===== config.mk =====
export PLATFORM = sky130hd
export DESIGN_NAME = largest_descent_window_finder_unit
export DESIGN_NICKNAME = d
export VERILOG_FILES = /design/src/hw/rtl/ldwf_pkg.sv /design/src/hw/rtl/largest_descent_window_finder_unit.sv
export SDC_FILE = /design/constraint.sdc
export NUM_CORES = 2
export LEC_CHECK = 0
export BUFFER_PORTS_ARGS = -buffer_cell sky130_fd_sc_hd__clkbuf_2
export CELL_PAD_IN_SITES_DETAIL_PLACEMENT = 0
export CELL_PAD_IN_SITES_GLOBAL_PLACEMENT = 1
export CORE_UTILIZATION = 53
export CTS_CLUSTER_DIAMETER = 80
export DETAILED_ROUTE_END_ITERATION = 6
export PLACE_DENSITY = 0.87
export REMOVE_ABC_BUFFERS = 1
export SLEW_MARGIN = 20
export SYNTH_ARGS = -nofsm -noshare
export SYNTH_HDL_FRONTEND = slang
export SYNTH_SLANG_ARGS = --single-unit
export TNS_END_PERCENT = 5

===== constraint.sdc =====
create_clock -name i_clk -period 24.3 [get_ports i_clk]
set_input_delay 3.645 -clock i_clk [delete_from_list [all_inputs] [get_ports i_clk]]
set_output_delay 3.645 -clock i_clk [all_outputs]
set_load 0.02 [all_outputs]

===== src/hw/rtl/ldwf_pkg.sv =====
`timescale 1ns / 1ps
`default_nettype none
// ----------------------------------------------------------------------------
// Largest descent window finder package
// Widths, types and the drop saturation shared by the descent finder.
// ----------------------------------------------------------------------------
package ldwf_pkg;

    localparam int TIME_BITS = 48;
    localparam int ALT_W     = 26;
    localparam int DROP_W    = 25;
    localparam int TMO_W     = 20;

    typedef logic signed [ALT_W-1:0] t_alt;
    typedef logic [TIME_BITS-1:0]    t_time;
    typedef logic [TIME_BITS:0]      t_time_x;
    typedef logic [DROP_W-1:0]       t_drop;
    typedef logic [TMO_W-1:0]        t_tmo;

    localparam t_tmo  TMO_RESET = t_tmo'(10000);
    localparam t_drop DROP_MAX  = '1;

    // Snapshot of the closed track, handed from the state update to the
    // window calculation.
    typedef struct packed {
        t_drop drop;
        t_time high_time;
        t_time low_time;
        t_time track_start;
        t_time last_time;
    } t_fin;

    // Positive difference hi - lo, clipped to the drop range.
    function automatic t_drop sat_drop(input t_alt hi, input t_alt lo);
        logic signed [ALT_W:0] d;
        d = {hi[ALT_W-1], hi} - {lo[ALT_W-1], lo};
        if (d[ALT_W] || (d == '0)) begin
            return '0;
        end else if (d[ALT_W-1]) begin
            return DROP_MAX;
        end else begin
            return d[DROP_W-1:0];
        end
    endfunction

endpackage
`default_nettype wire


===== src/hw/rtl/largest_descent_window_finder_unit.sv =====
`timescale 1ns / 1ps
`default_nettype none
// ----------------------------------------------------------------------------
// Largest descent window finder unit
// Follows altitude descents over a track and reports the padded time window
// of the largest drop when the track's last sample arrives.
// ----------------------------------------------------------------------------
// Usage:
//   Samples enter on the input channel (i_in_valid / o_in_ready), one word per
//   sample: altitude, timestamp and the first and last sample flags. Only a
//   word flagged as the last sample produces a result word on the output
//   channel (o_out_valid / i_out_ready).
//   The block takes one word per cycle while o_in_ready is high. A result word
//   passes from the input register through the state update, which closes
//   the track into the snapshot register, and then through the window
//   calculation into the output register.
//   The pause timeout register is written through i_cfg_we / i_cfg_wdata at
//   any edge with the enable high; write it only while the block is idle.
//   Reset clears all descent tracking, empties the pipeline and sets the
//   timeout to 10000 ms.
//   When the receiver stalls, ordinary samples keep flowing through the state
//   update. Closed tracks queue first in the output register and then in the
//   snapshot register; a third last sample then waits in the input register,
//   and only then does o_in_ready drop.
// ----------------------------------------------------------------------------
module largest_descent_window_finder_unit
    import ldwf_pkg::*;
(
    input  wire                    i_clk,
    input  wire                    i_rst_n,
    // Configuration
    input  wire                    i_cfg_we,
    input  wire  [TMO_W-1:0]       i_cfg_wdata,
    // Input channel
    input  wire                    i_in_valid,
    output logic                   o_in_ready,
    input  wire  signed [ALT_W-1:0] i_altitude_mm,
    input  wire  [TIME_BITS-1:0]   i_time_ms,
    input  wire                    i_first_sample,
    input  wire                    i_last_sample,
    // Output channel
    output logic                   o_out_valid,
    input  wire                    i_out_ready,
    output logic                   o_range_found,
    output logic [TIME_BITS-1:0]   o_window_start_ms,
    output logic [TIME_BITS-1:0]   o_window_end_ms,
    output logic [DROP_W-1:0]      o_largest_drop_mm
);

    // Configuration register.
    t_tmo r_tmo;

    // Input register.
    logic  r_in_vld;
    t_alt  r_in_alt;
    t_time r_in_time;
    logic  r_in_first;
    logic  r_in_last;

    // Descent tracking state.
    t_alt  r_run_high;
    t_time r_run_high_time;
    t_alt  r_run_low;
    t_time r_run_low_time;
    t_drop r_best_drop;
    t_time r_best_high_time;
    t_time r_best_low_time;
    t_time r_track_start;

    // Closed-track snapshot waiting for the window calculation.
    logic r_fin_vld;
    t_fin r_fin;

    // Output register.
    logic  r_out_vld;
    logic  r_out_found;
    t_time r_out_start;
    t_time r_out_end;
    t_drop r_out_drop;

    // Handshake and advance control. A last sample may leave the input
    // register only when the snapshot register is free or draining.
    logic fin_adv;
    logic fin_free;
    logic s1_adv;

    assign fin_adv    = !r_out_vld || i_out_ready;
    assign fin_free   = !r_fin_vld || fin_adv;
    assign s1_adv     = r_in_vld && (!r_in_last || fin_free);
    assign o_in_ready = !r_in_vld || s1_adv;

    // ------------------------------------------------------------------
    // State update for the sample in the input register.
    // ------------------------------------------------------------------
    logic    alt_gt_high;
    logic    alt_le_low;
    logic    timeout_hit;
    t_time_x low_limit;
    t_drop   drop_old;
    t_drop   drop_ext;

    // Descent held after the sample, and the best closed descent before the
    // final close that a last sample performs.
    t_alt  n_run_high;
    t_time n_run_high_time;
    t_alt  n_run_low;
    t_time n_run_low_time;
    t_drop mid_drop;
    t_time mid_high_time;
    t_time mid_low_time;
    t_drop cand_drop;
    t_time n_track_start;
    t_drop n_best_drop;
    t_time n_best_high_time;
    t_time n_best_low_time;

    assign alt_gt_high = r_in_alt > r_run_high;
    assign alt_le_low  = r_in_alt <= r_run_low;
    // The pause exceeds the timeout exactly when the sample lies beyond the
    // low time plus the timeout; a timestamp that went backwards never does.
    assign low_limit   = {1'b0, r_run_low_time} + t_time_x'(r_tmo);
    assign timeout_hit = {1'b0, r_in_time} > low_limit;
    assign drop_old    = sat_drop(r_run_high, r_run_low);
    assign drop_ext    = sat_drop(r_run_high, r_in_alt);

    always_comb begin
        n_run_high      = r_run_high;
        n_run_high_time = r_run_high_time;
        n_run_low       = r_run_low;
        n_run_low_time  = r_run_low_time;
        mid_drop        = r_best_drop;
        mid_high_time   = r_best_high_time;
        mid_low_time    = r_best_low_time;
        n_track_start   = r_track_start;
        // Drop of the descent as it stands after this sample.
        cand_drop       = drop_old;

        priority if (r_in_first) begin
            n_run_high      = r_in_alt;
            n_run_high_time = r_in_time;
            n_run_low       = r_in_alt;
            n_run_low_time  = r_in_time;
            mid_drop        = '0;
            mid_high_time   = '0;
            mid_low_time    = '0;
            n_track_start   = r_in_time;
            cand_drop       = '0;
        end else if (alt_gt_high) begin
            n_run_high      = r_in_alt;
            n_run_high_time = r_in_time;
            n_run_low       = r_in_alt;
            n_run_low_time  = r_in_time;
            cand_drop       = '0;
        end else if (alt_le_low) begin
            n_run_low       = r_in_alt;
            n_run_low_time  = r_in_time;
            cand_drop       = drop_ext;
        end else if (timeout_hit) begin
            // Close the old descent, then start a new one at this sample.
            if (drop_old > r_best_drop) begin
                mid_drop      = drop_old;
                mid_high_time = r_run_high_time;
                mid_low_time  = r_run_low_time;
            end
            n_run_high      = r_in_alt;
            n_run_high_time = r_in_time;
            n_run_low       = r_in_alt;
            n_run_low_time  = r_in_time;
            cand_drop       = '0;
        end else begin
            cand_drop       = drop_old;
        end

        // The last sample closes the descent that remains open.
        n_best_drop      = mid_drop;
        n_best_high_time = mid_high_time;
        n_best_low_time  = mid_low_time;
        if (r_in_last && (cand_drop > mid_drop)) begin
            n_best_drop      = cand_drop;
            n_best_high_time = n_run_high_time;
            n_best_low_time  = n_run_low_time;
        end
    end

    // ------------------------------------------------------------------
    // Window calculation from the closed-track snapshot.
    // ------------------------------------------------------------------
    t_time   win_start_pad;
    t_time   win_start;
    t_time_x win_end_sum;
    t_time   win_end_pad;
    t_time   win_end;
    logic    win_found;

    always_comb begin
        win_start_pad = (r_fin.high_time > t_time'(r_tmo))
                        ? (r_fin.high_time - t_time'(r_tmo)) : '0;
        win_start     = (win_start_pad < r_fin.track_start)
                        ? r_fin.track_start : win_start_pad;
        win_end_sum   = {1'b0, r_fin.low_time} + t_time_x'(r_tmo);
        win_end_pad   = win_end_sum[TIME_BITS] ? '1 : win_end_sum[TIME_BITS-1:0];
        win_end       = (win_end_pad > r_fin.last_time) ? r_fin.last_time : win_end_pad;
        win_found     = (r_fin.drop != '0);
    end

    // ------------------------------------------------------------------
    // Registers
    // ------------------------------------------------------------------
    always_ff @(posedge i_clk) begin
        if (!i_rst_n) begin
            r_tmo            <= TMO_RESET;
            r_in_vld         <= 1'b0;
            r_fin_vld        <= 1'b0;
            r_out_vld        <= 1'b0;
            r_run_high       <= '0;
            r_run_high_time  <= '0;
            r_run_low        <= '0;
            r_run_low_time   <= '0;
            r_best_drop      <= '0;
            r_best_high_time <= '0;
            r_best_low_time  <= '0;
            r_track_start    <= '0;
        end else begin
            if (i_cfg_we) begin
                r_tmo <= i_cfg_wdata;
            end

            if (i_in_valid && o_in_ready) begin
                r_in_vld <= 1'b1;
            end else if (s1_adv) begin
                r_in_vld <= 1'b0;
            end

            if (s1_adv) begin
                r_run_high       <= n_run_high;
                r_run_high_time  <= n_run_high_time;
                r_run_low        <= n_run_low;
                r_run_low_time   <= n_run_low_time;
                r_best_drop      <= n_best_drop;
                r_best_high_time <= n_best_high_time;
                r_best_low_time  <= n_best_low_time;
                r_track_start    <= n_track_start;
            end

            if (s1_adv && r_in_last) begin
                r_fin_vld <= 1'b1;
            end else if (fin_adv) begin
                r_fin_vld <= 1'b0;
            end

            if (fin_adv) begin
                r_out_vld <= r_fin_vld;
            end
        end
    end

    // Payload registers.
    always_ff @(posedge i_clk) begin
        if (i_in_valid && o_in_ready) begin
            r_in_alt   <= i_altitude_mm;
            r_in_time  <= i_time_ms;
            r_in_first <= i_first_sample;
            r_in_last  <= i_last_sample;
        end
        if (s1_adv && r_in_last) begin
            r_fin.drop        <= n_best_drop;
            r_fin.high_time   <= n_best_high_time;
            r_fin.low_time    <= n_best_low_time;
            r_fin.track_start <= n_track_start;
            r_fin.last_time   <= r_in_time;
        end
        if (fin_adv && r_fin_vld) begin
            r_out_found <= win_found;
            r_out_start <= win_found ? win_start : '0;
            r_out_end   <= win_found ? win_end : '0;
            r_out_drop  <= r_fin.drop;
        end
    end

    assign o_out_valid       = r_out_vld;
    assign o_range_found     = r_out_found;
    assign o_window_start_ms = r_out_start;
    assign o_window_end_ms   = r_out_end;
    assign o_largest_drop_mm = r_out_drop;

    // ------------------------------------------------------------------
    // Assertions
    // ------------------------------------------------------------------
    a_not_found_zero: assert property (@(posedge i_clk) disable iff (!i_rst_n)
        (o_out_valid && !o_range_found) |->
            ((o_window_start_ms == '0) && (o_window_end_ms == '0)
             && (o_largest_drop_mm == '0)))
        else $error("result without a descent carries nonzero fields");

    a_found_has_drop: assert property (@(posedge i_clk) disable iff (!i_rst_n)
        o_out_valid |-> (o_range_found == (o_largest_drop_mm != '0)))
        else $error("found flag disagrees with the drop");

    a_fin_holds: assert property (@(posedge i_clk) disable iff (!i_rst_n)
        (r_fin_vld && !fin_adv) |=> r_fin_vld)
        else $error("closed-track snapshot lost while the output stalls");

    a_first_clears: assert property (@(posedge i_clk) disable iff (!i_rst_n)
        (s1_adv && r_in_first) |=> (r_best_drop == '0))
        else $error("first sample did not clear the best descent");

endmodule
`default_nettype wire


==> impl_results.md <==
* Internal power at 2589 uW
* Io pins at 225
* Worst slew pin tran at 1.140 ns
* RSZ-0062 raised after global routing: false
* Count of pins over their slew limit at 0
* Initial core utilization at 53.59%
* Layout Skew at 0.03588 ns
* CTS Hold Bufs at 0
* Die width at 290.4 um
* Crit path buf inv count at 6
* Remaining global-route overflow at 0
* Post-route insts no fill at 5888
* CP startpoint: r_run_high[0]$_SDFFE_PN0P_
* DIE HEIGHT at 290.4 um
* Cell repeated most along the worst path: o21ai_0
* 1st-iter DRT viols at 3104
* Period minus WS final at 11.64 ns
* Post-CTS Setup Bufs at 0
* Cell count after placement at 5727
* Hold depth at 0
* Place WS at 12.91 ns
* Post-synth cell types at 87
* Total GRT Usage at 30.65%
* Combinational share of power at 27.4%
* Endpoint class of the critical path: flip-flop
* CP peak stage delay at 0.87 ns
* Crit path max fanout at 70
* FP Rows at 105
* Via-to-Cell Ratio at 6.156
* Sw Share at 33.54%
* Ys flop type: edfxtp_1
* Pin count of the biggest net entering global routing at 145
* PortBufs at 224
* Synth warn at 0
* Worst VDD drop at 0.05868 mV
* Psw at 1307 uW
* Total Power at 3896 uW
* GPL Wtd Cong at 0.9639
* Total CTS buffers at 85
* Register area share after synthesis at 43.72%
* Leak Pwr at 0.02011 uW
* Critical path's slowest cell: buf_4
* Status: finished, final reports clean
* Hold path start: r_fin[213]$_DFFE_PP_
* Fraction of power consumed by the clock network at 33.5%
* Total vias in the final route at 36.25k
* H-tree depth at 3
* Fin worst setup slack at 12.66 ns
* Detailed Routing Iterations Pass 1 at 7
* Sequential cell area at 19270 um2
* Max_slew headroom at 24.01%
* Max Cap Violations at 0
* Worst hold slack at 0.4329 ns
* Routed len/inst at 22.43 um
* Peak Freq at 85.90 MHz
* CTS Sinks at 755
* Flop pwr share at 39.1%
* Final WL at 132.0 mm
* Area occupied by multi-input gates at 23050 um2
* Post-DP HPWL at 90.53 mm
* Initial antenna violation count at 4
* CTS tree: done
* Most frequent cells in the layout: 608 x nand2_1, 415 x edfxtp_1, 380 x a21oi_1
* Later-pin clock latency in the skew report at 0.66 ns
* Crit share post-route at 47.91%
* Crit path launch type: flip-flop
* WP data required at 24.82 ns
* Crit path DAT at 12.16 ns
* Reg clk slew, reported paths at 0.07 ns
* CP top delay family: compound AO/OA/AOI/OAI gates
* Final Hold Fails at 0
* Post-Route Setup TNS at 0 ns
* Share of layout cells above drive strength 1 at 12.17%
* Fin nets at 5181
* #FFs+latches synth at 755
* Power per cell area at 79.66 nW/um2
* HP Class: flip-flop to flip-flop
* Fillers at 7098
* Area of the die at 84320 um2
* Syn Area/Cell at 9.518 um2
* Core area at 82240 um2
* CTS resizes at 0
* Layout area overhead at 10.97%
* Mapped Cells at 4631
* Final setup violation count at 0
* Crit Path Category: flip-flop to flip-flop
* Vias in the first global route at 34.89k
* Worst r2r path cells at 37
* Number of synthesized flops with an enable pin at 415
* DRC viols at 0
* First-pass GRT wire length at 202.8 mm
* Worst flop-to-flop path startpoint: r_run_high[0]$_SDFFE_PN0P_
* Commonest non-fill, non-tap cell in the layout: nand2_1
* ANT nets after route at 0
* CP Depth at 37
* Clock Tree Buf Depth at 3
* Clock root buffer: clkbuf_16
* Mapped cell area at 44080 um2
* FFs w/ async S/R, synth at 0%
stage by stage:
stage / utilization (%) / area [um2]
2_1_floorplan: - / 43120
5_1_grt: 59.47 / 48910
3_5_place_dp: 56.02 / 46070
4_1_cts: 59.47 / 48910
3_3_place_gp: 56.01 / 46070
6_report: 59.47 / 48910
registers in the layout (all words and copies together) (netlist names), 20 cells and up:
| register | cells |
|---|---|
| o_largest_drop_mm | 25 |
| o_window_end_ms | 48 |
| o_window_start_ms | 48 |
| r_best_drop | 25 |
| r_best_high_time | 48 |
| r_best_low_time | 48 |
| r_fin | 217 |
| r_in_alt | 26 |
| r_in_time | 48 |
| r_run_high | 26 |
| r_run_high_time | 48 |
| r_run_low | 26 |
| r_run_low_time | 48 |
| r_tmo | 20 |
| r_track_start | 48 |
power by group through the flow:
stage	sequential [uW]	combinational [uW]	clock, uW
2_1_floorplan	1530	766	0
6_report	1520	1070	1310
3_5_place_dp	1550	1040	0
3_3_place_gp	1540	1030	0
4_1_cts	1520	1050	1320
5_1_grt	1530	1160	1370
routing by layer:
layer,up-vias,wire (um),GRT usage [%]
li1,17090,-,-
met2,1350,61890,51.24
met1,17530,56430,40.51
met3,271,8497,3.824
met5,-,25,0
met4,4,5192,11.70
cell families (layout without fill, tap and decap cells):
| group | Yosys count | in the layout | share of synthesized area, % |
|---|---|---|---|
| simple gates | 1328 | 1328 | 13.69 |
| mux | 316 | 316 | 7.369 |
| fa+ha+maj | 336 | 336 | 9.623 |
| flops | 755 | 755 | 43.72 |
| other cells | 0 | 2 | 0 |
| compound gates | 1250 | 1250 | 18.23 |
| xor+xnor | 153 | 153 | 3.040 |
| buf+inv | 493 | 678 | 4.323 |
cell usage after synthesis, types with 54 or more instances:
library cell	instances	share of area, %
a21o_1	84	1.4
a21oi_1	382	4.3
a31oi_1	54	0.77
clkbuf_1	190	1.6
dfxtp_1	340	15
edfxtp_1	415	28
ha_1	331	9.4
inv_1	251	2.1
mux2_2	68	1.7
mux2i_1	248	5.6
nand2_1	610	5.2
nand3_1	106	1.2
nand4_1	56	0.79
nor2_1	266	2.3
nor3_1	62	0.70
o21ai_0	246	2.8
o21ba_2	65	1.5
o22ai_1	101	1.4
xnor2_1	99	2.0
xor2_1	54	1.1
path summary, 6_finish.rpt:
kind | end | slack [ns]
max | r_fin[203]$_DFFE_PP_ | 12.66
min | o_largest_drop_mm[21]$_DFFE_PP_ | 0.43
max reg2reg | r_fin[203]$_DFFE_PP_ | 12.66
min reg2reg | o_largest_drop_mm[21]$_DFFE_PP_ | 0.43
area by class of cell:
type	count	share of cell area [%]
antenna	2	0.01023
tap	1070	2.737
inverter	252	1.949
clock buffer	124	5.126
clock inverter	35	0.6779
multi-input combinational	3383	47.12
sequential	755	39.39
timing repair buffer	267	2.983
(Power assumes the default switching activity.)
